[src/design/assert_macros.svh]
// Shared assertion macros; clk and arst_n must be in scope.
`ifndef ASSERT_MACROS_SVH
`define ASSERT_MACROS_SVH

`define BBD_ASSERT(name, prop, msg) \
	name: assert property (@(posedge clk) disable iff (!arst_n) (prop)) else $error(msg);

`define BBD_ASSERT_IMP(name, ante, cons, msg) \
	name: assert property (@(posedge clk) disable iff (!arst_n) (ante) |-> (cons)) else $error(msg);

`define BBD_ASSERT_NXT(name, ante, cons, msg) \
	name: assert property (@(posedge clk) disable iff (!arst_n) (ante) |=> (cons)) else $error(msg);

`endif

[src/design/bbd_pkg.sv]
package bbd_pkg;

	localparam int PIX_W       = 16;
	localparam int ROW_W       = 17;
	localparam int HEIGHT_W    = 16;
	localparam int WIDTH_REG_W = 14;
	localparam int MIN_WIDTH   = 64;
	localparam int MIN_HEIGHT  = 8;
	localparam int FIFO_DEPTH  = 4;

	localparam logic [1:0] CFG_LINE_WIDTH   = 2'd0;
	localparam logic [1:0] CFG_FRAME_HEIGHT = 2'd1;
	localparam logic [1:0] CFG_CFA_PATTERN  = 2'd2;

	localparam logic CFA_RGGB = 1'b0;

	typedef struct packed {
		logic             mode;
		logic [PIX_W-1:0] raw_pixel;
	} pix_in_t;

	typedef struct packed {
		logic [PIX_W-1:0] red_value;
		logic [PIX_W-1:0] green_value;
		logic [PIX_W-1:0] blue_value;
		logic             line_end;
		logic             frame_end;
	} rgb_out_t;

	// position of the centre pixel for one accepted word
	typedef struct packed {
		logic emit;
		logic top_edge;
		logic bot_edge;
		logic left_edge;
		logic right_edge;
		logic rg_line;
		logic odd_col;
		logic last_frame;
	} pos_t;

endpackage

[src/design/bbd_out_fifo.sv]
`include "assert_macros.svh"

module bbd_out_fifo
	import bbd_pkg::*;
(
	input  logic     clk,
	input  logic     arst_n,
	input  logic     push,
	input  rgb_out_t push_data,
	input  logic [1:0] inflight,
	output logic     credit,
	output logic     rgb_valid,
	input  logic     rgb_ready,
	output rgb_out_t rgb_data
);

	localparam int PW = $clog2(FIFO_DEPTH);
	localparam int CW = $clog2(FIFO_DEPTH + 1);

	rgb_out_t        mem_q [FIFO_DEPTH];
	logic [PW-1:0]   wr_ptr_q;
	logic [PW-1:0]   rd_ptr_q;
	logic [CW-1:0]   count_q;
	logic            pop;

	assign rgb_valid = (count_q != '0);
	assign rgb_data  = mem_q[rd_ptr_q];
	assign pop       = rgb_valid && rgb_ready;
	// room for every word still in the pipeline
	assign credit    = ({1'b0, count_q} + (CW+1)'(inflight)) < (CW+1)'(FIFO_DEPTH);

	always_ff @(posedge clk) begin
		if (push) begin
			mem_q[wr_ptr_q] <= push_data;
		end
	end

	always_ff @(posedge clk or negedge arst_n) begin
		if (!arst_n) begin
			wr_ptr_q <= '0;
			rd_ptr_q <= '0;
			count_q  <= '0;
		end else begin
			if (push) begin
				wr_ptr_q <= wr_ptr_q + PW'(1);
			end
			if (pop) begin
				rd_ptr_q <= rd_ptr_q + PW'(1);
			end
			if (push && !pop) begin
				count_q <= count_q + CW'(1);
			end else if (pop && !push) begin
				count_q <= count_q - CW'(1);
			end
		end
	end

	`BBD_ASSERT_IMP(a_no_overflow, push && !pop, count_q < CW'(FIFO_DEPTH), "output queue overflow")

endmodule

[config.mk]
export PLATFORM = sky130hd
export DESIGN_NAME = bbd_out_fifo
export DESIGN_NICKNAME = d
export VERILOG_FILES = /design/src/design/bbd_pkg.sv /design/src/design/bbd_out_fifo.sv
export VERILOG_INCLUDE_DIRS = /design/src /design/src/design
export SDC_FILE = /design/constraint.sdc
export NUM_CORES = 1
export LEC_CHECK = 0
export ABC_CLOCK_PERIOD_IN_PS = 2300
export BUFFER_PORTS_ARGS = -buffer_cell sky130_fd_sc_hd__buf_2
export CAP_MARGIN = 30
export CORE_UTILIZATION = 30
export DETAILED_ROUTE_END_ITERATION = 8
export GPL_TIMING_DRIVEN = 0
export SYNTH_ARGS = -nofsm -noshare
export SYNTH_HDL_FRONTEND = slang
export SYNTH_SLANG_ARGS = --single-unit
[constraint.sdc]
create_clock -name clk -period 2.3 [get_ports clk]
set_input_delay 0 -clock clk [delete_from_list [all_inputs] [get_ports clk]]
set_output_delay 0 -clock clk [all_outputs]
set_load 0.01 [all_outputs]
# ---- After elaboration in Yosys (flattened, before gate mapping)
# Memories as Yosys holds them, arrays and structs flattened.
# Cells that the tools add are included.
dict set report op_classes {
  addsub 5
  multipliers 0
  div 0
  n_lt_le_gt_ge 1
  n_eq_ne 0
  n_shift 0
  mux 4
  bitwise_logic 0
  reduce_logical 7
}
# cell n
set op_table {}
lappend op_table {{3-bit two-way mux} 2}
lappend op_table {{2-bit by 1-bit adder with 2-bit output, second input constant} 2}
lappend op_table {{3-bit by 2-bit adder with 4-bit output} 1}
lappend op_table {{4-bit by 3-bit < comparator with 1-bit output, second input constant} 1}
lappend op_table {{3-bit by 1-bit adder with 3-bit output, second input constant} 1}
lappend op_table {{1-bit logical AND} 3}
lappend op_table {{3-bit nonzero test} 1}
lappend op_table {{3-bit by 1-bit subtractor with 3-bit output, second input constant} 1}
lappend op_table {{1-bit zero test} 2}
lappend op_table {{1-bit two-way mux} 2}
lappend op_table {{2-bit nonzero test} 1}
dict set report totals {
  register_bits 7
  latchBits 0
  mem_bits_rw 200
  mem_bits_ro 0
  output_inout_bits 52
  elab_cells 21
  memories 1
}
# name depth word_bits read_ports rd_ports_with_merged_regs wr line_no
set memory_table {}
lappend memory_table {mem_q 4 50 1 0 1 bbd_out_fifo.sv:20} ;# rgb_out_t mem_q [FIFO_DEPTH];

# ---- Depth between registers and ports, before layout
dict set report logic_depth {
  ltp_word 5
  depth_mapped 8
  ltp_nobuf 8
}

# ---- Worst setup path after synthesis
# OpenSTA, ideal clock, no wires.
dict set report synth_timing {
  path_kind {flip-flop to flip-flop}
  from {register wr_ptr_q[0]}
  to {memory mem_q[2][0] in the netlist's numbering, enable pin}
  arrival_time_ps 1813
  setup_slack_ps 75
  stages_incl_launch_ff 4
  n_path_buf 0
  synth_period_minus_slack_ps 2225
  cell_sequence {dfrtp_1 > inv_1 > ha_1 > and2_1}
}
# item line_no
set synth_lines {}
lappend synth_lines {{start: declaration} bbd_out_fifo.sv:21} ;# logic [PW-1:0] wr_ptr_q;
lappend synth_lines {{start signal: assignment} bbd_out_fifo.sv:45} ;# wr_ptr_q <= wr_ptr_q + PW'(1);
lappend synth_lines {{end: declaration} bbd_out_fifo.sv:20}
# No word-level cell before the write port.

# ---- Worst setup path after layout
dict set report layout_timing {
  from {register count_q[0]}
  to {register count_q[2]}
}
dict set report layout_between {
  elab_chain_cells 5
  word_cells_on_any_way 10
  classes_between {add/sub (2); mux (2); reduce/logical (6)}
}
# item line_no
set layout_rtl {}
lappend layout_rtl {{start: declaration} bbd_out_fifo.sv:23} ;# logic [CW-1:0] count_q;
lappend layout_rtl {{start signal: assignment} bbd_out_fifo.sv:51} ;# count_q <= count_q + CW'(1);
lappend layout_rtl {{start signal: assignment} bbd_out_fifo.sv:53} ;# count_q <= count_q - CW'(1);
lappend layout_rtl {{parallel branches: the longest is 5 deep, another holds 3-bit by 1-bit subtractor with 3-bit output} -}
# Several ways; the timed one is not identified. The select of a mux whose other input is x is not followed.
# A chain may end at the register's enable or synchronous reset.

==> results.toml <==
[clock_network]
cts_tree = "done"
htreeDepth = 1
clkTransAtPathRegs_ns = 0.06
clk_latency_ns = 0.49
cts_buffers = 22
numClockSinks = 207
clockBufferDepth = 3
cts_root_buf = "clkbuf_16"

[critical_path]
critPathMaxStageDelay_ns = 0.44
cp_max_fo = 4
crit_arrival_ns = 2.58
end_kind = "flip-flop"
worstPathBufferInverterCount = 1
crit_path_start_kind = "flip-flop"
cp_slowest_cell = "dfrtp_2"
worstSetupPathType = "reg -> reg"
worst_path_most_repeated_cell = "xor2_1"
cp_top_family = "simple AND/OR/NAND/NOR gates"
critical_path_required_ns = 2.71
worstPathCellList = "or3_1, nand2_1, ha_1, inv_1, fa_1, xor2_1, nor2_1, xor2_1"

[logic_synthesis]
yosys.cell_count.top_type = "edfxtp_1"
syn_area_per_cell_um2 = 25.9
ys_seq_area_frac = 0.804
ys_seq_elements = 207
synthFlopType = "edfxtp_1"
synth_edf_count = 200
yosys.area.top_type = "edfxtp_1"
ys_top_cells_by_count = "edfxtp_1 (200), mux4_2 (48), dfrtp_1 (7)"
synth_area_leaders = "edfxtp_1 (78%), mux4_2 (14%), dfrtp_1 (2.3%)"
synth_top_area_share = 0.781
synth_cell_types = 21
synthArstFlopShare = 0.0338
postSynthCellCount = 297
synth_nets = 360
ys_warn_count = 0
synth_area_mm2 = 0.00769

[power_and_ir_drop]
peakVddDrop_uv = 693
clockPowerShare = 0.284
p_leak_nw = 3.43
swShare = 0.277
power_frac_comb = 0.296
pwr_density_cell_mw_per_mm2 = 1230
pwr-share-seq = 0.420
p_sw_mw = 3.38
p_int_mw = 8.83
p_total_mw = 12.2

[final_layout]
diodes = 0
area_growth_pct = 28.8
n_fill_cell = 2277
final_nets = 545
seqCellArea_mm2 = 0.00618
multi_input_area_mm2 = 0.00136
drive_gt1_frac = 0.399
fin_area_mm2 = 0.00990

[timing]
worst_pin_slew_ns = 0.862
hold_viol_final = 0
timing.slew.headroom = 0.425
rsz0062_at_grt = "false"
drv_slew = 0
skew_ns = 0.0125
fin_crit_ns = 2.17
fin_crit_sh = 0.945
finalWorstSetupSlack_ns = 0.127
fmax_mhz = 460
setup_viol = 0

[route]
wl_met1_mm = 6.15
ant_nets = 0
vias = 3598
viasPerCell = 4.36
drt_wl_total_mm = 14.4
routed.top_layer = "met4"
wl_met3_um = 709
drc = 0
wl_per_cell_um = 17.4
wl_met2_mm = 7.18
drt-initial-drc-count = 127
firstDrtPassIters = 4

[floorplanning]
rows = 58
io_pins = 108
start_util = 0.305
core_mm2 = 0.0252
die_w_um = 162
die_y_um = 162
die-area_mm2 = 0.0263

[run_status]
status = "completed"

[worst_hold_path]
hold_path.class = "in -> reg"

[place]
placed_area_mm2 = 0.00864
preCtsSetupSlack_ns = 0.165
numPortBuffers = 107
post-dp-hpwl_mm = 8.21
place_congestion = 0.710

[global_route]
gr-total-overflow = 0
grt_util_all_layers = 0.113
grt_max_degree = 51
grt_pass1_vias = 4084
grt_pass1_wl_mm = 22.5
grt_antenna_before_repair = 0

[job]
maxCapViolations = 0
flip-flops by register name, indices dropped and copies added, names as in the netlist:
name,count
wr_ptr_q,2
mem_q,200
count_q,3
rd_ptr_q,2
cell usage in the layout, fill, tap and decap left out:
| master | count |
|---|---|
| clkbuf_1 | 7 |
| or3_1 | 1 |
| nor2_1 | 1 |
| dlygate4sd3_1 | 54 |
| ha_1 | 6 |
| bufinv_16 | 3 |
| fa_1 | 1 |
| a311oi_1 | 1 |
| edfxtp_1 | 200 |
| dfrtp_2 | 1 |
| mux4_2 | 48 |
| buf_6 | 1 |
| inv_1 | 3 |
| mux2_2 | 1 |
| and2_4 | 4 |
| dfrtp_1 | 6 |
| buf_12 | 5 |
| nand3_1 | 1 |
| nand2_1 | 2 |
| clkbuf_16 | 23 |
| mux4_1 | 2 |
| buf_2 | 112 |
| clkinv_1 | 6 |
| o21ai_0 | 1 |
| xnor2_1 | 3 |
| xor2_1 | 3 |
power by group through the flow:
stage	logic, mW	clock network (mW)	registers, mW
after global placement	3.59	0	5.22
after CTS	3.75	3.58	5.14
after detailed placement	3.67	0	5.22
after global routing	3.95	3.72	5.19
after floorplan	2.38	0	5.16
final	3.61	3.47	5.13
per-stage QoR:
step | utilization | std cells | hold WS [ns] | TNS (ns)
finish | 0.393 | 826 | 0.258 | 0
global route | 0.393 | 826 | 0.250 | 0
CTS | 0.393 | 826 | 0.238 | 0
detailed placement | 0.343 | 734 | -0.155 | 0
global placement | 0.343 | 734 | -0.167 | -197.39
floorplan | - | 297 | -0.296 | 0
layout make-up:
| type | count | area share |
|---|---|---|
| multi-input combinational | 75 | 0.138 |
| tap | 330 | 0.0417 |
| buffer | 12 | 0.0142 |
| clock inverter | 9 | 0.0114 |
| clock buffer | 29 | 0.0604 |
| inverter | 3 | 0.00114 |
| timing repair buffer | 161 | 0.109 |
| sequential | 207 | 0.625 |
worst paths after layout:
check / startpoint / end / slack (ns) / depth (start not counted)
max reg2reg: count_q[0] / count_q[2] / 0.13 / 8
min reg2reg: count_q[2] / count_q[2] / 0.52 / 1
min: push_data[44] / mem_q[0][44] / 0.26 / 2
max in group asynchronous: arst_n / count_q[0] / 1.57 / 3
max: count_q[0] / count_q[2] / 0.13 / 8
min in group asynchronous: arst_n / wr_ptr_q[1] / 0.46 / 3
cell families after synthesis:
group                      Yosys count  synth area share
adders and majority gates            7            0.0124
buffers and inverters               15            0.0197
muxes                               51             0.149
AOI/OAI and AO/OA                    2           0.00179
xor gates and xnor gates             6           0.00684
and+or+nand+nor                      9           0.00619
DFF                                207             0.804
metal layers:
metal	vias to the layer above	GRT usage
met2	91	0.193
met4	0	0.0377
met5	-	0
met1	1841	0.142
li1	1633	-
met3	33	0.0250
timing repair:
action | CTS | global route
hold endpoints to repair | 211 | 0
setup buffers | 0 | 0
hold buffers | 54 | 0
resized for setup | 0 | 1
setup endpoints to repair | 0 | 1
Note: power is estimated with default switching activity, not from simulation.
