File: src/design/assert_macros.svh
// Shared assertion macros; clk and arst_n must be in scope.
`ifndef ASSERT_MACROS_SVH
`define ASSERT_MACROS_SVH

`define BBD_ASSERT(name, prop, msg) \
	name: assert property (@(posedge clk) disable iff (!arst_n) (prop)) else $error(msg);

`define BBD_ASSERT_IMP(name, ante, cons, msg) \
	name: assert property (@(posedge clk) disable iff (!arst_n) (ante) |-> (cons)) else $error(msg);

`define BBD_ASSERT_NXT(name, ante, cons, msg) \
	name: assert property (@(posedge clk) disable iff (!arst_n) (ante) |=> (cons)) else $error(msg);

`endif

File: src/design/bbd_pkg.sv
package bbd_pkg;

	localparam int PIX_W       = 16;
	localparam int ROW_W       = 17;
	localparam int HEIGHT_W    = 16;
	localparam int WIDTH_REG_W = 14;
	localparam int MIN_WIDTH   = 64;
	localparam int MIN_HEIGHT  = 8;
	localparam int FIFO_DEPTH  = 4;

	localparam logic [1:0] CFG_LINE_WIDTH   = 2'd0;
	localparam logic [1:0] CFG_FRAME_HEIGHT = 2'd1;
	localparam logic [1:0] CFG_CFA_PATTERN  = 2'd2;

	localparam logic CFA_RGGB = 1'b0;

	typedef struct packed {
		logic             mode;
		logic [PIX_W-1:0] raw_pixel;
	} pix_in_t;

	typedef struct packed {
		logic [PIX_W-1:0] red_value;
		logic [PIX_W-1:0] green_value;
		logic [PIX_W-1:0] blue_value;
		logic             line_end;
		logic             frame_end;
	} rgb_out_t;

	// position of the centre pixel for one accepted word
	typedef struct packed {
		logic emit;
		logic top_edge;
		logic bot_edge;
		logic left_edge;
		logic right_edge;
		logic rg_line;
		logic odd_col;
		logic last_frame;
	} pos_t;

endpackage

File: src/design/bbd_window.sv
`include "assert_macros.svh"

module bbd_window
	import bbd_pkg::*;
#(
	parameter int PIXEL_BITS = 16
) (
	input  logic                  clk,
	input  logic                  arst_n,
	input  logic                  acc,
	input  pos_t                  pos,
	input  logic                  col_valid,
	input  logic [PIXEL_BITS-1:0] col_up,
	input  logic [PIXEL_BITS-1:0] col_mid,
	input  logic [PIXEL_BITS-1:0] col_low,
	output logic                  stage2_valid,
	output logic                  push,
	output rgb_out_t              res
);

	logic [PIXEL_BITS-1:0] win_q [9];
	pos_t                  pos_s1;
	pos_t                  pos_s2;
	logic                  v_s2;

	logic [PIXEL_BITS-1:0] p [9];
	logic [PIXEL_BITS-1:0] own, lr, ud, diag, grn, r, g, b;

	function automatic logic [PIXEL_BITS-1:0] avg2(input logic [PIXEL_BITS-1:0] a,
			input logic [PIXEL_BITS-1:0] c);
		logic [PIXEL_BITS:0] s;
		s = {1'b0, a} + {1'b0, c} + (PIXEL_BITS+1)'(1);
		return s[PIXEL_BITS:1];
	endfunction

	always_ff @(posedge clk) begin
		if (acc) begin
			pos_s1 <= pos;
		end
		if (col_valid) begin
			pos_s2 <= pos_s1;
		end
	end

	always_ff @(posedge clk or negedge arst_n) begin
		if (!arst_n) begin
			v_s2 <= 1'b0;
			for (int i = 0; i < 9; i++) begin
				win_q[i] <= '0;
			end
		end else begin
			v_s2 <= col_valid;
			if (col_valid) begin
				for (int k = 0; k < 3; k++) begin
					win_q[k*3]   <= win_q[k*3+1];
					win_q[k*3+1] <= win_q[k*3+2];
				end
				win_q[2] <= col_up;
				win_q[5] <= col_mid;
				win_q[8] <= col_low;
			end
		end
	end

	always_comb begin
		for (int i = 0; i < 9; i++) begin
			p[i] = win_q[i];
		end
		if (pos_s2.top_edge) begin
			p[0] = '0; p[1] = '0; p[2] = '0;
		end
		if (pos_s2.bot_edge) begin
			p[6] = '0; p[7] = '0; p[8] = '0;
		end
		if (pos_s2.left_edge) begin
			p[0] = '0; p[3] = '0; p[6] = '0;
		end
		if (pos_s2.right_edge) begin
			p[2] = '0; p[5] = '0; p[8] = '0;
		end
	end

	assign own  = p[4];
	assign lr   = avg2(p[3], p[5]);
	assign ud   = avg2(p[1], p[7]);
	assign diag = avg2(avg2(p[0], p[2]), avg2(p[6], p[8]));
	assign grn  = avg2(ud, lr);

	always_comb begin
		if (pos_s2.rg_line) begin
			if (!pos_s2.odd_col) begin
				r = own; g = grn; b = diag;
			end else begin
				r = lr; g = own; b = ud;
			end
		end else begin
			if (!pos_s2.odd_col) begin
				r = ud; g = own; b = lr;
			end else begin
				r = diag; g = grn; b = own;
			end
		end
	end

	always_comb begin
		res.red_value   = PIX_W'(r);
		res.green_value = PIX_W'(g);
		res.blue_value  = PIX_W'(b);
		res.line_end    = pos_s2.right_edge;
		res.frame_end   = pos_s2.last_frame;
	end

	assign push         = v_s2 && pos_s2.emit;
	assign stage2_valid = v_s2;

	`BBD_ASSERT_IMP(a_s2_follows_s1, v_s2, $past(col_valid), "stage 2 valid without stage 1")
	`BBD_ASSERT_IMP(a_frame_end_line_end, push && res.frame_end, res.line_end, "frame end off line end")

endmodule

File: config.mk
export PLATFORM = sky130hd
export DESIGN_NAME = bbd_window
export DESIGN_NICKNAME = d
export VERILOG_FILES = /design/src/design/bbd_pkg.sv /design/src/design/bbd_window.sv
export VERILOG_INCLUDE_DIRS = /design/src /design/src/design
export SDC_FILE = /design/constraint.sdc
export NUM_CORES = 1
export LEC_CHECK = 0
export BUFFER_PORTS_ARGS = -buffer_cell sky130_fd_sc_hd__buf_2
export CORE_MARGIN = 2
export CORE_UTILIZATION = 40
export DETAILED_ROUTE_END_ITERATION = 10
export SETUP_SLACK_MARGIN = 0.02
export SLEW_MARGIN = 5
export SYNTH_ARGS = -nofsm -noshare
export SYNTH_HDL_FRONTEND = slang
export SYNTH_SLANG_ARGS = --single-unit
export TNS_END_PERCENT = 100
File: constraint.sdc
create_clock -name clk -period 5.7 [get_ports clk]
set_input_delay 0 -clock clk [delete_from_list [all_inputs] [get_ports clk]]
set_output_delay 0 -clock clk [all_outputs]
set_load 0.01 [all_outputs]
Word level (Yosys, flattened, before mapping)
Index checks and enable logic that the tools add are counted.
{"block": "classes", "mux": 17, "reduce_logical": 1, "addsub": 12}
{"operator": "2-to-1 mux 16 bit", "count": 15}
{"operator": "adder 16 x 16 -> 17 bit", "count": 6}
{"operator": "adder 17 x 1 -> 17 bit (second input constant)", "count": 6}
{"operator": "2-to-1 mux 48 bit", "count": 2}
{"operator": "logical AND 1 bit", "count": 1}
{"block": "word_totals", "in_bits": 60, "output_inout_bits": 52, "word_cells": 56, "reg_bits": 161}

Depth between registers and ports, before layout
{"block": "logic_depth", "depth_word": 8, "ltp_mapped": 22, "mapped_depth_nobuf": 21}

Worst setup path after synthesis
No wires, ideal clock.
{"block": "synth_path", "kind": "register -> output", "from": "register pos_s2[6] (netlist bit)", "to": "output res[15] (netlist bit)", "t_arrival_ps": 4296, "required_ps": 5700, "path_stages_with_launch": 22, "path_buffers": 2, "slack_ps": 1404, "path_cell_list": "edfxtp_1 > clkbuf_1 > clkbuf_1 > a21oi_1 > fa_1 > a21o_1 > a21oi_1 > o21ai_0 > a21oi_1 > o31ai_1 > a21o_1 > a21oi_1 > xnor2_1 > ha_1 > a21oi_1 > nor2_1 > a21oi_1 > o41ai_1 > o41ai_1 > xnor2_1 > nor2_1 > a211oi_1"}
{"item": "start: declaration", "line": "bbd_window.sv:23", "source": "pos_t pos_s2;"}
{"item": "start signal: assignment", "line": "bbd_window.sv:41", "source": "pos_s2 <= pos_s1;"}
{"item": "end: declaration", "line": "bbd_window.sv:18", "source": "output rgb_out_t res"}

==> metrics.md <==
| Metric | Value |
|---|---|
| GRT met2 Usage | `32.2%` |
| Clk sinks | `161` |
| Max Slew Vio Count | `0` |
| Via count | `9098` |
| DRT Pass-1 Iters | `7` |
| HPWL after DPL | `around 23 mm` |
| Core ar. | `28900 um^2` |
| Nets | `1445` |
| Total power | `around 4.5 mW` |
| Drt wl/cell | `18.0 um` |
| Switching power | `1.70 mW` |
| Worst skew pair latency | `450 ps` |
| Die area | `~31000 um^2` |
| DRC marker count from the first detailed-route iteration | `~530` |
| Cells after Synth | `1137` |
| Initial Utilization | `roughly 41%` |
| Row cnt | `62` |
| Power Dens Cells | `321 nW/um^2` |
| Sw Ratio | `about two fifths` |
| Worst setup SP type | `register` |
| Cell Area, Synth | `around 12000 um^2` |
| Port bufs | `111` |
| Run status | `complete, no violations` |
| YS warnings | `0` |
| CTS Buf Count | `17` |
| CP Capture Type | `output pin` |
| Initial antenna violation count | `0` |
| Data required time of the worst path | `5700 ps` |
| Synth Area in Adders | `10.6%` |
| Tmin final | `5340 ps` |
| Critical path's most frequent cell | `a21oi_1` |
| Hold crit path type | `in -> reg` |
| Final setup fails | `0` |
| Maximum buffer depth of the clock tree | `2` |
| Maximum vdd drop | `202 uV` |
| Most frequent cells in the layout | `dfrtp_1, mux2_2, buf_2` |
| Final hold viol count | `0` |
| Max_cap viols | `0` |
| Post-synthesis average cell area | `10.4 um^2` |
| Xor and xnor area share after synthesis | `5.34%` |
| Post-synthesis mux area share | `18.6%` |
| Die height | `176 um` |
| Die width | `approximately 180 um` |
| Post-synth top flop | `dfrtp_1` |
| Final std cells w/o fill | `1686` |
| Htree depth | `4` |
| Global Route Usage Sum | `20.0%` |
| Combinational share of power | `a little over two fifths` |
| HP Start | `col_valid` |
| Post-synthesis simple-gate area fraction | `~14%` |
| GP Congestion | `0.898` |
| Worst-path clk slew | `80 ps` |
| Met1 usage | `27.5%` |
| Unique masters post-synth | `69` |
| Clk Tree Root Cell | `clkbuf_16` |
| Largest cells by area after synthesis | `dfrtp_1, mux2_2, ha_1` |
| Vias in the first global route | `8893` |
| Seq pwr share | `32.1%` |
| Pin slew with the least headroom to its limit | `853 ps` |
| CTS tree | `yes` |
| Top-area cell type share of the netlist area | `30.7%` |
| Clk pwr share | `26.0%` |
| EDFF count, synth | `16` |
| Placed insts | `1595` |
| Slew HR | `43.2%` |
| Compound-Gate Fraction of Synth Area | `13.8%` |
| DRC viols | `0` |
| Reg-to-Reg Start | `own[11]$_DFFE_PN0P_` |
| Area delta synth->final | `18.3%` |
| Grt ovf | `0` |
| Routed WL | `roughly 30 mm` |
| Largest net degree at the start of global routing | `91` |
| Clk_skew | `9.20 ps` |
| P_leak | `6.36 nW` |
| Sequential element share of the synthesized area | `a little over a third` |
| Crit path DAT | `5340 ps` |
| Setup crit start | `pos_s2[6]$_DFFE_PP_` |
| Crit-path slowest cell | `edfxtp_1` |
| I/O pins | `112` |
| Most common cell after layout, fill and taps aside | `dfrtp_1` |
| ANT nets after route | `0` |
| Fin crit share | `93.6%` |
| Internal power | `2.77 mW` |
| Largest family of logic cells by synthesized area | `multiplexers` |
| Unrepaired setup endpoints after global routing | `true` |
| Met3 Usage GRT | `~3.5%` |
| Critical path cell sequence | `nor2_2 > and2_1 > ha_1 > o21a_1 > o21ai_0 > a221oi_2 > a21oi_1 > o21ai_1 > a21o_1 > a21oi_1 > xnor2_1 > ha_1 > and3_1 > a221o_1 > o21bai_1 > xor2_1 > mux2i_1 > a21oi_1 > buf_2` |
| CP max FO | `15` |
| Number of diodes | `0` |
| Achievable frequency | `187 MHz` |
| Most Crowded Layer GR | `met2` |
| Area leader, netlist | `dfrtp_1` |
| Synthesized flop and latch total | `161` |
| Critical Setup Path Class | `reg -> out` |
| DR vias/cell | `5.40` |
| Ys async rst share | `90.1%` |
| Critical path's largest stage delay | `550 ps` |
| First-pass GRT wire length | `48.1 mm` |
| Syn nets | `1293` |
| Fraction of layout cells with a size suffix above 1 | `a little over a quarter` |
==> worst max-delay path: cells and delay by family (launching register included) <==
kind | cells | cell delay (ps)
AO/OA/AOI/OAI | 10 | 2190
buffers and inverters | 1 | 150
flip-flops | 1 | 550
XOR/XNOR | 2 | 420
adder cells (fa/ha/maj) | 2 | 630
AND/OR/NAND/NOR | 3 | 840
multiplexers | 1 | 120
==> power groups by stage <==
| stage | combinational, mW | sequential, mW | clock (mW) |
|---|---|---|---|
| 3_3_place_gp | 1.81 | 1.46 | 0 |
| 4_1_cts | 1.87 | 1.44 | 1.20 |
| 3_5_place_dp | 1.83 | 1.46 | 0 |
| 6_report | 1.87 | 1.44 | 1.16 |
| 2_1_floorplan | 1.32 | 1.41 | 0 |
| 5_1_grt | 2.05 | 1.46 | 1.24 |
==> cells by family (layout without fill, tap and decap cells) <==
kind of cell / after synthesis / in the layout
AO/OA/AOI/OAI: 249 / 249
XOR/XNOR: 72 / 72
adder cells (fa/ha/maj): 96 / 96
buffers and inverters: 79 / 244
flip-flops: 161 / 161
multiplexers: 171 / 171
AND/OR/NAND/NOR: 309 / 309
==> what timing repair did <==
| item | 4_1_cts | 5_1_grt |
|---|---|---|
| setup buffers | 0 | 1 |
| gates resized for setup | 0 | 8 |
| hold endpoints to repair | 143 | 0 |
| endpoints found under the setup margin | 0 | 10 |
| hold buffers | 58 | 0 |
==> sequential cells by signal (all words and copies together) (netlist names) <==
signal        flops
own              16
pos_s1            8
pos_s2            6
res               2
stage2_valid      1
win_q           128
==> metrics by stage <==
| stage | util (%) | hold slack, ps | setup TNS [ps] | worst slack (ps) | instance area (um^2) |
|---|---|---|---|---|---|
| global route | 48.4 | 77.8 | -17.0 | -17.0 | 14000 |
| global placement | 44.1 | 105 | 0 | 726 | 12700 |
| detailed placement | 44.1 | 106 | 0 | 627 | 12700 |
| floorplan | - | -296 | 0 | 1400 | 11800 |
| finish | 48.4 | 91.1 | 0 | 364 | 14000 |
| CTS | 48.2 | 39.1 | 0 | 90.7 | 13900 |
==> routing by layer <==
| metal | share of wire (%) | wire length [um] |
|---|---|---|
| met1 | 47 | 14200 |
| met4 | 1.9 | 579 |
| met3 | 3.9 | 1180 |
| met2 | 47 | 14300 |
| met5 | 0 | 0 |
==> Yosys cell counts (4+ instances only) <==
library cell and instances:
a2111oi_0 4, a211oi_1 9, a21o_1 31, a21oi_1 94, a31oi_1 4, and2_1 64, and3_1 7, buf_2 5
clkbuf_1 37, dfrtp_1 145, edfxtp_1 16, fa_1 6, ha_1 90, inv_1 31, mux2_2 143, mux2i_1 4
mux4_2 24, nand2_1 53, nand2b_1 17, nand3_1 14, nand4_1 6, nor2_1 51, nor2b_1 67, nor3_1 12
o211ai_1 7, o21a_1 9, o21ai_0 35, o21bai_1 8, o31ai_1 5, o41ai_1 4, or3_1 4, xnor2_1 44
xor2_1 28
==> worst paths after layout <==
path,end,slack (ps),cells past startpoint
worst max register to register,win_q[91]$_DFFE_PN0P_,4810,1
worst min-delay path,stage2_valid$_DFF_PN0_,90,1
worst max-delay path,res[48],360,19
min in group asynchronous,stage2_valid$_DFF_PN0_,170,2
worst min register to register,pos_s2[2]$_DFFE_PP_,420,0
max in group asynchronous,win_q[12]$_DFFE_PN0P_,4160,3
==> layout make-up <==
cell class | instances | area, um^2
timing repair buffer | 181 | 1240
tap | 384 | 480
clock buffer | 17 | 425
multi-input combinational | 897 | 7390
sequential | 161 | 4110
clock inverter | 15 | 196
fill | 2734 | 14900
inverter | 31 | 116
No activity file was read; power rests on OpenSTA's default activity.
