## config.mk

```make
export PLATFORM = sky130hd
export DESIGN_NAME = bbd_ctrl
export DESIGN_NICKNAME = d
export VERILOG_FILES = /design/src/design/bbd_pkg.sv /design/src/design/bbd_ctrl.sv
export VERILOG_INCLUDE_DIRS = /design/src /design/src/design
export SDC_FILE = /design/constraint.sdc
export NUM_CORES = 1
export LEC_CHECK = 0
export BUFFER_PORTS_ARGS = -buffer_cell sky130_fd_sc_hd__buf_2
export CAP_MARGIN = 15
export CORE_UTILIZATION = 56
export DETAILED_ROUTE_END_ITERATION = 16
export HOLD_SLACK_MARGIN = 0.1
export PLACE_DENSITY = 0.84
export SKIP_CTS_REPAIR_TIMING = 1
export SLEW_MARGIN = 10
export SYNTH_ARGS = -nofsm -noshare
export SYNTH_HDL_FRONTEND = slang
export SYNTH_SLANG_ARGS = --single-unit
export TNS_END_PERCENT = 10
```

## constraint.sdc

```tcl
create_clock -name clk -period 5.2 [get_ports clk]
set_input_delay 0.78 -clock clk [delete_from_list [all_inputs] [get_ports clk]]
set_output_delay 0.78 -clock clk [all_outputs]
set_load 0.01 [all_outputs]
```

## src/design/assert_macros.svh

```systemverilog
// Shared assertion macros; clk and arst_n must be in scope.
`ifndef ASSERT_MACROS_SVH
`define ASSERT_MACROS_SVH

`define BBD_ASSERT(name, prop, msg) \
	name: assert property (@(posedge clk) disable iff (!arst_n) (prop)) else $error(msg);

`define BBD_ASSERT_IMP(name, ante, cons, msg) \
	name: assert property (@(posedge clk) disable iff (!arst_n) (ante) |-> (cons)) else $error(msg);

`define BBD_ASSERT_NXT(name, ante, cons, msg) \
	name: assert property (@(posedge clk) disable iff (!arst_n) (ante) |=> (cons)) else $error(msg);

`endif

```

## src/design/bbd_pkg.sv

```systemverilog
package bbd_pkg;

	localparam int PIX_W       = 16;
	localparam int ROW_W       = 17;
	localparam int HEIGHT_W    = 16;
	localparam int WIDTH_REG_W = 14;
	localparam int MIN_WIDTH   = 64;
	localparam int MIN_HEIGHT  = 8;
	localparam int FIFO_DEPTH  = 4;

	localparam logic [1:0] CFG_LINE_WIDTH   = 2'd0;
	localparam logic [1:0] CFG_FRAME_HEIGHT = 2'd1;
	localparam logic [1:0] CFG_CFA_PATTERN  = 2'd2;

	localparam logic CFA_RGGB = 1'b0;

	typedef struct packed {
		logic             mode;
		logic [PIX_W-1:0] raw_pixel;
	} pix_in_t;

	typedef struct packed {
		logic [PIX_W-1:0] red_value;
		logic [PIX_W-1:0] green_value;
		logic [PIX_W-1:0] blue_value;
		logic             line_end;
		logic             frame_end;
	} rgb_out_t;

	// position of the centre pixel for one accepted word
	typedef struct packed {
		logic emit;
		logic top_edge;
		logic bot_edge;
		logic left_edge;
		logic right_edge;
		logic rg_line;
		logic odd_col;
		logic last_frame;
	} pos_t;

endpackage

```

## src/design/bbd_ctrl.sv

```systemverilog
`include "assert_macros.svh"

module bbd_ctrl
	import bbd_pkg::*;
#(
	parameter int MAX_LINE_WIDTH = 8192,
	localparam int WW = $clog2(MAX_LINE_WIDTH + 1),
	localparam int AW = $clog2(MAX_LINE_WIDTH)
) (
	input  logic                clk,
	input  logic                arst_n,
	input  logic                cfg_we,
	input  logic [1:0]          cfg_index,
	input  logic [15:0]         cfg_data,
	input  logic                acc,
	output logic [AW-1:0]       rd_idx,
	output pos_t                pos
);

	logic [WW-1:0]       eff_w_q;
	logic [HEIGHT_W-1:0] eff_h_q;
	logic                cfa_q;
	logic [WW-1:0]       col_q;
	logic [ROW_W-1:0]    row_q;

	logic [WIDTH_REG_W-1:0] lw;
	logic [WW-1:0]          w_new;
	logic [HEIGHT_W-1:0]    h_new;
	logic                   col_zero;
	logic [WW-1:0]          cc;
	logic [WW:0]            col_inc;
	logic                   wrap;
	logic                   neg;
	logic                   over;
	logic [ROW_W-1:0]       crow;
	logic [ROW_W-1:0]       hm1;

	assign lw = cfg_data[WIDTH_REG_W-1:0];

	always_comb begin
		if (lw < WIDTH_REG_W'(MIN_WIDTH)) begin
			w_new = WW'(MIN_WIDTH);
		end else if (32'(lw) > MAX_LINE_WIDTH) begin
			w_new = WW'(MAX_LINE_WIDTH);
		end else begin
			w_new = WW'(lw);
		end
	end

	assign h_new = (cfg_data < HEIGHT_W'(MIN_HEIGHT)) ? HEIGHT_W'(MIN_HEIGHT) : cfg_data;

	assign col_zero = (col_q == '0);
	assign cc       = col_zero ? (eff_w_q - WW'(1)) : (col_q - WW'(1));
	assign col_inc  = {1'b0, col_q} + (WW+1)'(1);
	assign wrap     = (col_inc >= {1'b0, eff_w_q});
	assign neg      = col_zero ? (row_q < ROW_W'(2)) : (row_q == '0);
	assign crow     = row_q - (col_zero ? ROW_W'(2) : ROW_W'(1));
	assign hm1      = {1'b0, eff_h_q} - ROW_W'(1);
	assign over     = !neg && (crow > hm1);

	always_comb begin
		pos.emit       = !neg && !over;
		pos.top_edge   = (crow == '0);
		pos.bot_edge   = (crow == hm1);
		pos.left_edge  = (cc == '0);
		pos.right_edge = (cc >= (eff_w_q - WW'(1)));
		pos.rg_line    = (crow[0] == cfa_q);
		pos.odd_col    = cc[0];
		pos.last_frame = pos.right_edge && pos.bot_edge;
	end

	assign rd_idx = col_q[AW-1:0];

	always_ff @(posedge clk or negedge arst_n) begin
		if (!arst_n) begin
			eff_w_q <= WW'(MIN_WIDTH);
			eff_h_q <= HEIGHT_W'(MIN_HEIGHT);
			cfa_q   <= CFA_RGGB;
			col_q   <= '0;
			row_q   <= '0;
		end else begin
			if (cfg_we) begin
				unique case (cfg_index)
					CFG_LINE_WIDTH:   eff_w_q <= w_new;
					CFG_FRAME_HEIGHT: eff_h_q <= h_new;
					CFG_CFA_PATTERN:  cfa_q   <= cfg_data[0];
					default: ;
				endcase
			end
			if (acc) begin
				if (over || (pos.emit && pos.last_frame)) begin
					col_q <= '0;
					row_q <= '0;
				end else if (wrap) begin
					col_q <= '0;
					row_q <= row_q + ROW_W'(1);
				end else begin
					col_q <= col_inc[WW-1:0];
				end
			end
		end
	end

	`BBD_ASSERT_NXT(a_frame_restart, acc && pos.emit && pos.last_frame, col_q == '0 && row_q == '0, "counters not cleared after frame end")

endmodule

```

* Word-level counts from Yosys, hierarchy flattened
Index checks and enable logic that the tools add are counted.
** Storage, ports and cells
- Register bits after elaboration :: 62
- Input bits :: 22
- Output and inout bits :: 21
- Logic and storage cells :: 49
** Cells by class
- $add $sub $neg :: 6
- Magnitude comparators :: 7
- Equal/unequal tests :: 4
- Muxes and demuxes :: 10
- Reduce and logical (&&, ||, !) cells :: 17
** Operator list (count)
- $mux 14 :: 5
- $logic_not 17->1 :: 2
- $mux 17 :: 2
- $logic_not 14->1 :: 2
- $sub 14x1->14 const B :: 2
- $add 17x1->17 const B :: 1
- $eq 17x17->1 :: 1
- $gt 17x17->1 :: 1
- $lt 17x2->1 const B :: 1
- $sub 16x1->17 const B :: 1
- $sub 17x2->17 :: 1
- $lt 16x4->1 const B :: 1
- $mux 16 :: 1
- $add 14x1->15 const B :: 1
- $ge 15x14->1 :: 1
- $ge 14x14->1 :: 1
- $gt 14x14->1 const B :: 1
- $lt 14x7->1 const B :: 1
- $reduce_and 2->1 :: 4
- $logic_and 1x1->1 :: 4
- $eq 2x1->1 const B :: 1
- $eq 2x2->1 const B :: 1
- $logic_not 1->1 :: 2
- $logic_not 2->1 :: 1
- 5 further kinds :: 5

* Logic depth before layout (Yosys ltp)
Gate-level depths: netlist of the first run.
- Depth after elaboration :: 11
- Gate-level depth with buffers :: 22

* Worst setup path after synthesis of the first run
OpenSTA, ideal clock, no wires.
- Path type :: register to output
- From :: register col_q[0]
- To :: output pos[7] (netlist name)
- Data arrival time :: 4246 ps
- Setup slack :: 174 ps
- Cell stages (with the launch flop) :: 20
- Path buffers :: 1
- Path through :: dfrtp_1 -> inv_1 -> ha_1 -> nor3b_4 -> and4_1 -> buf_4 -> inv_4 -> ha_1 -> a211oi_1 -> nand2_1 -> or3_1 -> or2_1 -> nor2_1 -> xor2_1 -> ha_1 -> nand4_1 -> nor4_1 -> and3_1 -> a21oi_1 -> nor2_1
** RTL lines
- from (decl) :: line bbd_ctrl.sv:23 : logic [WW-1:0] col_q;
- from (signal assigned) :: line bbd_ctrl.sv:98 : col_q <= col_inc[WW-1:0];
- to (decl) :: line bbd_ctrl.sv:17 : output pos_t pos

==> results of run 1 <==
[Yosys cell counts (11+ instances only)]
cell,instances,area [sq um]
buf_4,17,128
clkbuf_1,17,63.8
nor4_1,16,100
nand2_1,36,135
ha_1,53,663
nor2_1,38,143
nand4_1,17,106
nor3_1,13,65.1
o21ai_0,26,130
dfrtp_1,60,1500
or3_1,12,75.1
xor2_1,16,140
inv_1,33,124
mux2_2,13,146
nand3_1,32,160
xnor2_1,48,420
o2bb2ai_1,11,96.3
a22o_1,13,114
a21oi_1,41,205
[sequential cells by signal, summed over array words and instances, names as in the netlist]
name	flops
eff_h_q	16
cfa_q	1
col_q	14
eff_w_q	14
row_q	17
[cell type report]
cell class | count | area [sq um]
Clock buffer | 9 | 124
Clock inverter | 7 | 88.8
Fill cell | 823 | 3500
Inverter | 34 | 135
Multi-Input combinational cell | 505 | 3800
Sequential cell | 62 | 1550
Tap cell | 133 | 166
Timing Repair Buffer | 74 | 450
[logic make-up (layout without fill, tap and decap cells)]
| family | count (synthesis) | count (layout) | share of synthesized area, % |
|---|---|---|---|
| adder cells (fa/ha/maj) | 54 | 54 | 12.0 |
| AND/OR/NAND/NOR | 237 | 237 | 24.8 |
| AO/OA/AOI/OAI | 134 | 134 | 15.4 |
| buffers and inverters | 83 | 124 | 7.50 |
| XOR/XNOR | 64 | 64 | 9.82 |
| flip-flops | 62 | 62 | 27.2 |
| multiplexers | 16 | 16 | 3.31 |
[routing by layer]
metal	vias up	wire, um
met5	-	0
met4	0	331
met3	31	1040
met2	225	7010
met1	2462	6390
li1	2433	-
[power by group]
group,internal [uW],switching (uW)
Sequential,543,78.8
Combinational,1050,1310
Clock,267,205
Total,1860,1590
[metrics by stage]
stage	power, uW	utilization, %
3_3_place_gp	2600	60.3
4_1_cts	3170	62.5
5_1_grt	3730	64.4
2_1_floorplan	2190	-
3_5_place_dp	2680	60.3
6_report	3450	64.4
[path summary, 6_finish.rpt]
| check | startpoint | endpoint | slack (ps) | cells after the start |
|---|---|---|---|---|
| max | col_q[1]$_DFFE_PN0P_ | pos[7] | -20 | 19 |
| min | eff_w_q[6]$_DFFE_PN1P_ | eff_w_q[6]$_DFFE_PN1P_ | 530 | 2 |
| max reg2reg | col_q[1]$_DFFE_PN0P_ | row_q[0]$_DFFE_PN0P_ | 440 | 20 |
| min in group asynchronous | arst_n | eff_h_q[10]$_DFFE_PN0P_ | 590 | 2 |
| min reg2reg | eff_w_q[6]$_DFFE_PN1P_ | eff_w_q[6]$_DFFE_PN1P_ | 530 | 2 |
| max in group asynchronous | arst_n | row_q[16]$_DFFE_PN0P_ | 4100 | 2 |
[critical path, cell delays in order (launching register included)]
cell,delay (ps)
dfrtp_1,390
inv_2,80
ha_4,130
nor3b_4,210
and4_4,290
inv_8,50
ha_4,210
a211oi_4,260
nand2_2,90
or3_4,380
or2_1,260
nor2_1,140
xor2_1,100
ha_1,310
nand4_1,190
nor4_4,370
and3_4,270
a21oi_1,50
nor2_1,140
buf_2,150
==> metrics.cfg, run 1 <==
[drt]
drc = 0
drt_first_pass_iters = 5
antenna_left = 0
route.detailed.wl_per_inst_um = 17.9
drt-total-wl_um = 14800
avgViaCountPerCell = 6.25
num_vias = 5151
drtIter0Drc = 274

[global_route]
grtUsageTotal_pct = 28.7
busiest_layer = met2
antenna_found_initial = 0
grt.met3_usage_pct = 4.27
grt_pass1_vias = 4771
use_met2_pct = 44.7
grt_pass1_wl_um = 23400
grtUsageMet1_pct = 39.9
grt_max_degree = 63
gr-total-overflow = 0

[worst_setup_path]
start_kind = flip-flop
cp_data_required_time_ps = 4420
cp_max_fo = 6
path_class = flip-flop to output pin
crit_arrival_ps = 4440
end_kind = output pin

[clock_tree]
cts_tree = built
cts_max_level = 3
cts_buffers = 9
cts.sinks = 62
cts_root_buffer = clkbuf_8
cts_max_path_buffers = 2
clk_pin_slew_ps = 80
clk_latency_ps = 370

[cells_and_area]
area_growth_pct = 10.7
final_common_cell = dfrtp_1
n_antenna_cell = 0
finalNetCount = 762
final_cell_mix = dfrtp_1 (60), ha_1 (51), xnor2_1 (48)
drive_above_1_share_pct = 21.1
post_layout_nonfiller_instances = 824
fin_area_sq_um = 6320

[sta]
slew_headroom_pct = 22.0
fin_hold_ws_ps = 531
worstMarginPinSlew_ps = 1160
finalSetupViolCount = 1
finalHoldViolations = 0
rsz0062_at_grt = yes
final.period_utilization_pct = 100
setup_ws_ps = -19.7
finalSetupTns_ps = -19.7
final_max_slew_viol_count = 0
period_needed_ps = 5220
fin_skew_ps = 8.06
fmax_mhz = 192

[floorplanning]
die_w_um = 103
rows = 36
ioPinCount = 43
dieArea_sq_um = 10600
start_util_pct = 58.1
core_sq_um = 9820
die_h_um = 103

[run]
maxCapViolCount = 0

[logic_synthesis]
syn_avg_cell_area_sq_um = 8.78
synth-seq-area-share_pct = 27.2
synth_seq_cells = 62
ys_warn_count = 0
synth_cells = 650
syn_nets = 726
synth_cell_types = 74
synth_area_sq_um = 5710
synth-edff-count = 0
synth_flop_cell = dfrtp_1
async_flop_share_pct = 100

[placed_design]
routabilityCongestion = 0.959
place_area_sq_um = 5920
dp.cells = 794
dp_slack_ps = 141
place_hpwl_um = 10900
io_buffers = 42

[power]
p_leak_uw = 0.00277
power_density_nw_per_um2 = 545
peakVddDrop_uv = 313

[status]
outcome = finished, violations left
violations = negative setup slack

[worst_hold_path]
hp-class = flip-flop to flip-flop

(Power assumes the default switching activity.)
==> run 2, diff against run 1 <==
- PLACE_DENSITY: 0.84 -> 0.78
==> run 2 against run 1 <==
  * The flow still finishes with violations (negative setup slack)
  * Register-to-register slack got worse by 60 ps
  * Flip-flop and latch count unchanged
  * Worst hold slack got worse by 7.4 ps
  * First-iteration DRC count increased by 28%
  * Non-clock buffer count decreased by 7
  * Fmax increased by 0.29%
  * Die area unchanged
  * Wire length decreased by 3.5%
  * Clock skew increased by 6.6 ps
  * Final area decreased by 0.85%
  * Clock-buffer cell count increased by 4
  * Final cell count decreased by 0.85%
  * Highest routed layer unchanged
==> metrics.cfg, run 2 (synthesized netlist as in run 1, its figures left out) <==
[cells_and_area]
final_util_pct = 63.8  ; was 64.4%
regMostFlops = row_q  ; unchanged
final_cell_mix = dfrtp_1 (60), ha_1 (51), xnor2_1 (48)  ; unchanged
fillers = 868  ; was 823
largestRegisters = row_q: 17 flops, eff_h_q: 16 flops  ; unchanged
finalNetCount = 755  ; was 762
drive_above_1_share_pct = 20.5  ; was 21.1%
area_growth_pct = 9.80  ; was 10.7%
largest_reg_flops = 17  ; unchanged
multi_input_comb_area_sq_um = 3810  ; was 3800 sq um
n_antenna_cell = 0  ; unchanged
fin_area_sq_um = 6270  ; was 6320 sq um
ff_latch_area_sq_um = 1550  ; unchanged
final_common_cell = dfrtp_1  ; unchanged

[global_route]
grt_pass1_vias = 4751  ; was 4771
gr-total-overflow = 0  ; unchanged
grtUsageTotal_pct = 28.5  ; was 28.7%
grt_pass1_wl_um = 23100  ; was 23400 um
grt_max_degree = 63  ; unchanged
antenna_found_initial = 0  ; unchanged

[sta]
rsz0062_at_grt = yes  ; unchanged
worstMarginPinSlew_ps = 1170  ; was 1160 ps
finalSetupViolCount = 1  ; unchanged
fin_skew_ps = 14.7  ; was 8.06 ps
final_max_slew_viol_count = 0  ; unchanged
finalSetupTns_ps = -4.67  ; was -19.7 ps
slew_headroom_pct = 21.5  ; was 22.0%
final.period_utilization_pct = 100  ; about the same
setup_ws_ps = -4.67  ; was -19.7 ps
period_needed_ps = 5200  ; was 5220 ps
fmax_mhz = 192  ; about the same
finalHoldViolations = 0  ; unchanged

[floorplanning]
dieArea_sq_um = 10600  ; unchanged
ioPinCount = 43  ; unchanged
core_sq_um = 9820  ; unchanged
rows = 36  ; unchanged
die_h_um = 103  ; unchanged
start_util_pct = 58.1  ; unchanged
die_w_um = 103  ; unchanged

[power]
peakVddDrop_uv = 247  ; was 313 uV
p_leak_uw = 0.00274  ; was 0.00277 uW
power_density_nw_per_um2 = 530  ; was 545 nW/um^2
power_uw = 3320  ; was 3450 uW

[clock_tree]
cts_max_path_buffers = 2  ; unchanged
clk_latency_ps = 350  ; was 370 ps
clk_pin_slew_ps = 80  ; about the same
cts.sinks = 62  ; unchanged
cts_max_level = 3  ; unchanged
cts_buffers = 9  ; unchanged
cts_tree = built  ; unchanged
cts_root_buffer = clkbuf_8  ; unchanged

[drt]
num_vias = 5045  ; was 5151
drt_first_pass_iters = 5  ; unchanged
drt-total-wl_um = 14300  ; was 14800 um
antenna_left = 0  ; unchanged
avgViaCountPerCell = 6.18  ; was 6.25
drtIter0Drc = 352  ; was 274
route.detailed.wl_per_inst_um = 17.5  ; was 17.9 um
drc = 0  ; unchanged

[placed_design]
place_hpwl_um = 10800  ; was 10900 um
io_buffers = 42  ; unchanged
dp_slack_ps = 95.0  ; was 141 ps
place_area_sq_um = 5940  ; was 5920 sq um
routabilityCongestion = 0.938  ; was 0.959

[worst_setup_path]
start_kind = flip-flop  ; unchanged
cp_data_required_time_ps = 4420  ; about the same
crit_arrival_ps = 4420  ; was 4440 ps
end_kind = output pin  ; unchanged
cp_max_fo = 8  ; was 6
path_class = flip-flop to output pin  ; unchanged

[status]
violations = negative setup slack  ; unchanged
outcome = finished, violations left  ; unchanged

[run]
maxCapViolCount = 0  ; unchanged

[worst_hold_path]
hp-class = flip-flop to flip-flop  ; unchanged

run 2: routing by layer:
layer / up-vias / GRT usage (%) / routed length (um)
li1: 2424 / - / -
met1: 2397 / 38.5 / 6310
met2: 195 / 46.0 / 6700
met3: 29 / 4.95 / 914
met4: 0 / 10.3 / 332
met5: - / 0 / 0
run 2: path summary, 6_finish.rpt:
| kind | startpoint | end | slack [ps] | cells past startpoint |
|---|---|---|---|---|
| max in group asynchronous | arst_n | col_q[0]$_DFFE_PN0P_ | 4090 | 2 |
| worst min register to register | eff_w_q[6]$_DFFE_PN1P_ | eff_w_q[6]$_DFFE_PN1P_ | 520 | 2 |
| worst max-delay path | col_q[7]$_DFFE_PN0P_ | pos[7] | -5 | 17 |
| worst min-delay path | eff_w_q[6]$_DFFE_PN1P_ | eff_w_q[6]$_DFFE_PN1P_ | 520 | 2 |
| worst max register to register | col_q[7]$_DFFE_PN0P_ | row_q[16]$_DFFE_PN0P_ | 380 | 18 |
| min in group asynchronous | arst_n | eff_h_q[10]$_DFFE_PN0P_ | 580 | 2 |
run 2: layout make-up:
class / count / area share, %
Timing Repair Buffer: 67 / 6.35
Inverter: 34 / 2.12
Clock inverter: 3 / 0.679
Clock buffer: 13 / 2.69
Tap cell: 133 / 2.65
Multi-Input combinational cell: 505 / 60.7
Sequential cell: 62 / 24.8
run 2: critical path, cell delays in order (launching register included):
cell and delay (ps):
dfrtp_1 430, nor4_4 400, and4_4 320, inv_6 70
ha_4 220, a211oi_4 270, nand2_2 110, or3_4 350
or2_4 250, nor2_4 80, xor2_1 70, ha_1 310
nand4_1 160, nor4_4 370, and3_4 270, a21oi_1 50
nor2_1 170, buf_2 160
run 2: where the power goes:
group,switching [uW],internal [uW],leakage (uW)
registers,80.6,543,0.000810
clock network,198,260,0.000106
logic,1270,972,0.00182
total,1550,1780,0.00274
run 2: per-stage QoR:
step | hold slack, ps | cells
after floorplan | 464 | 650
after global placement | 500 | 796
after detailed placement | 515 | 796
after CTS | 524 | 812
after global routing | 565 | 817
final | 523 | 817
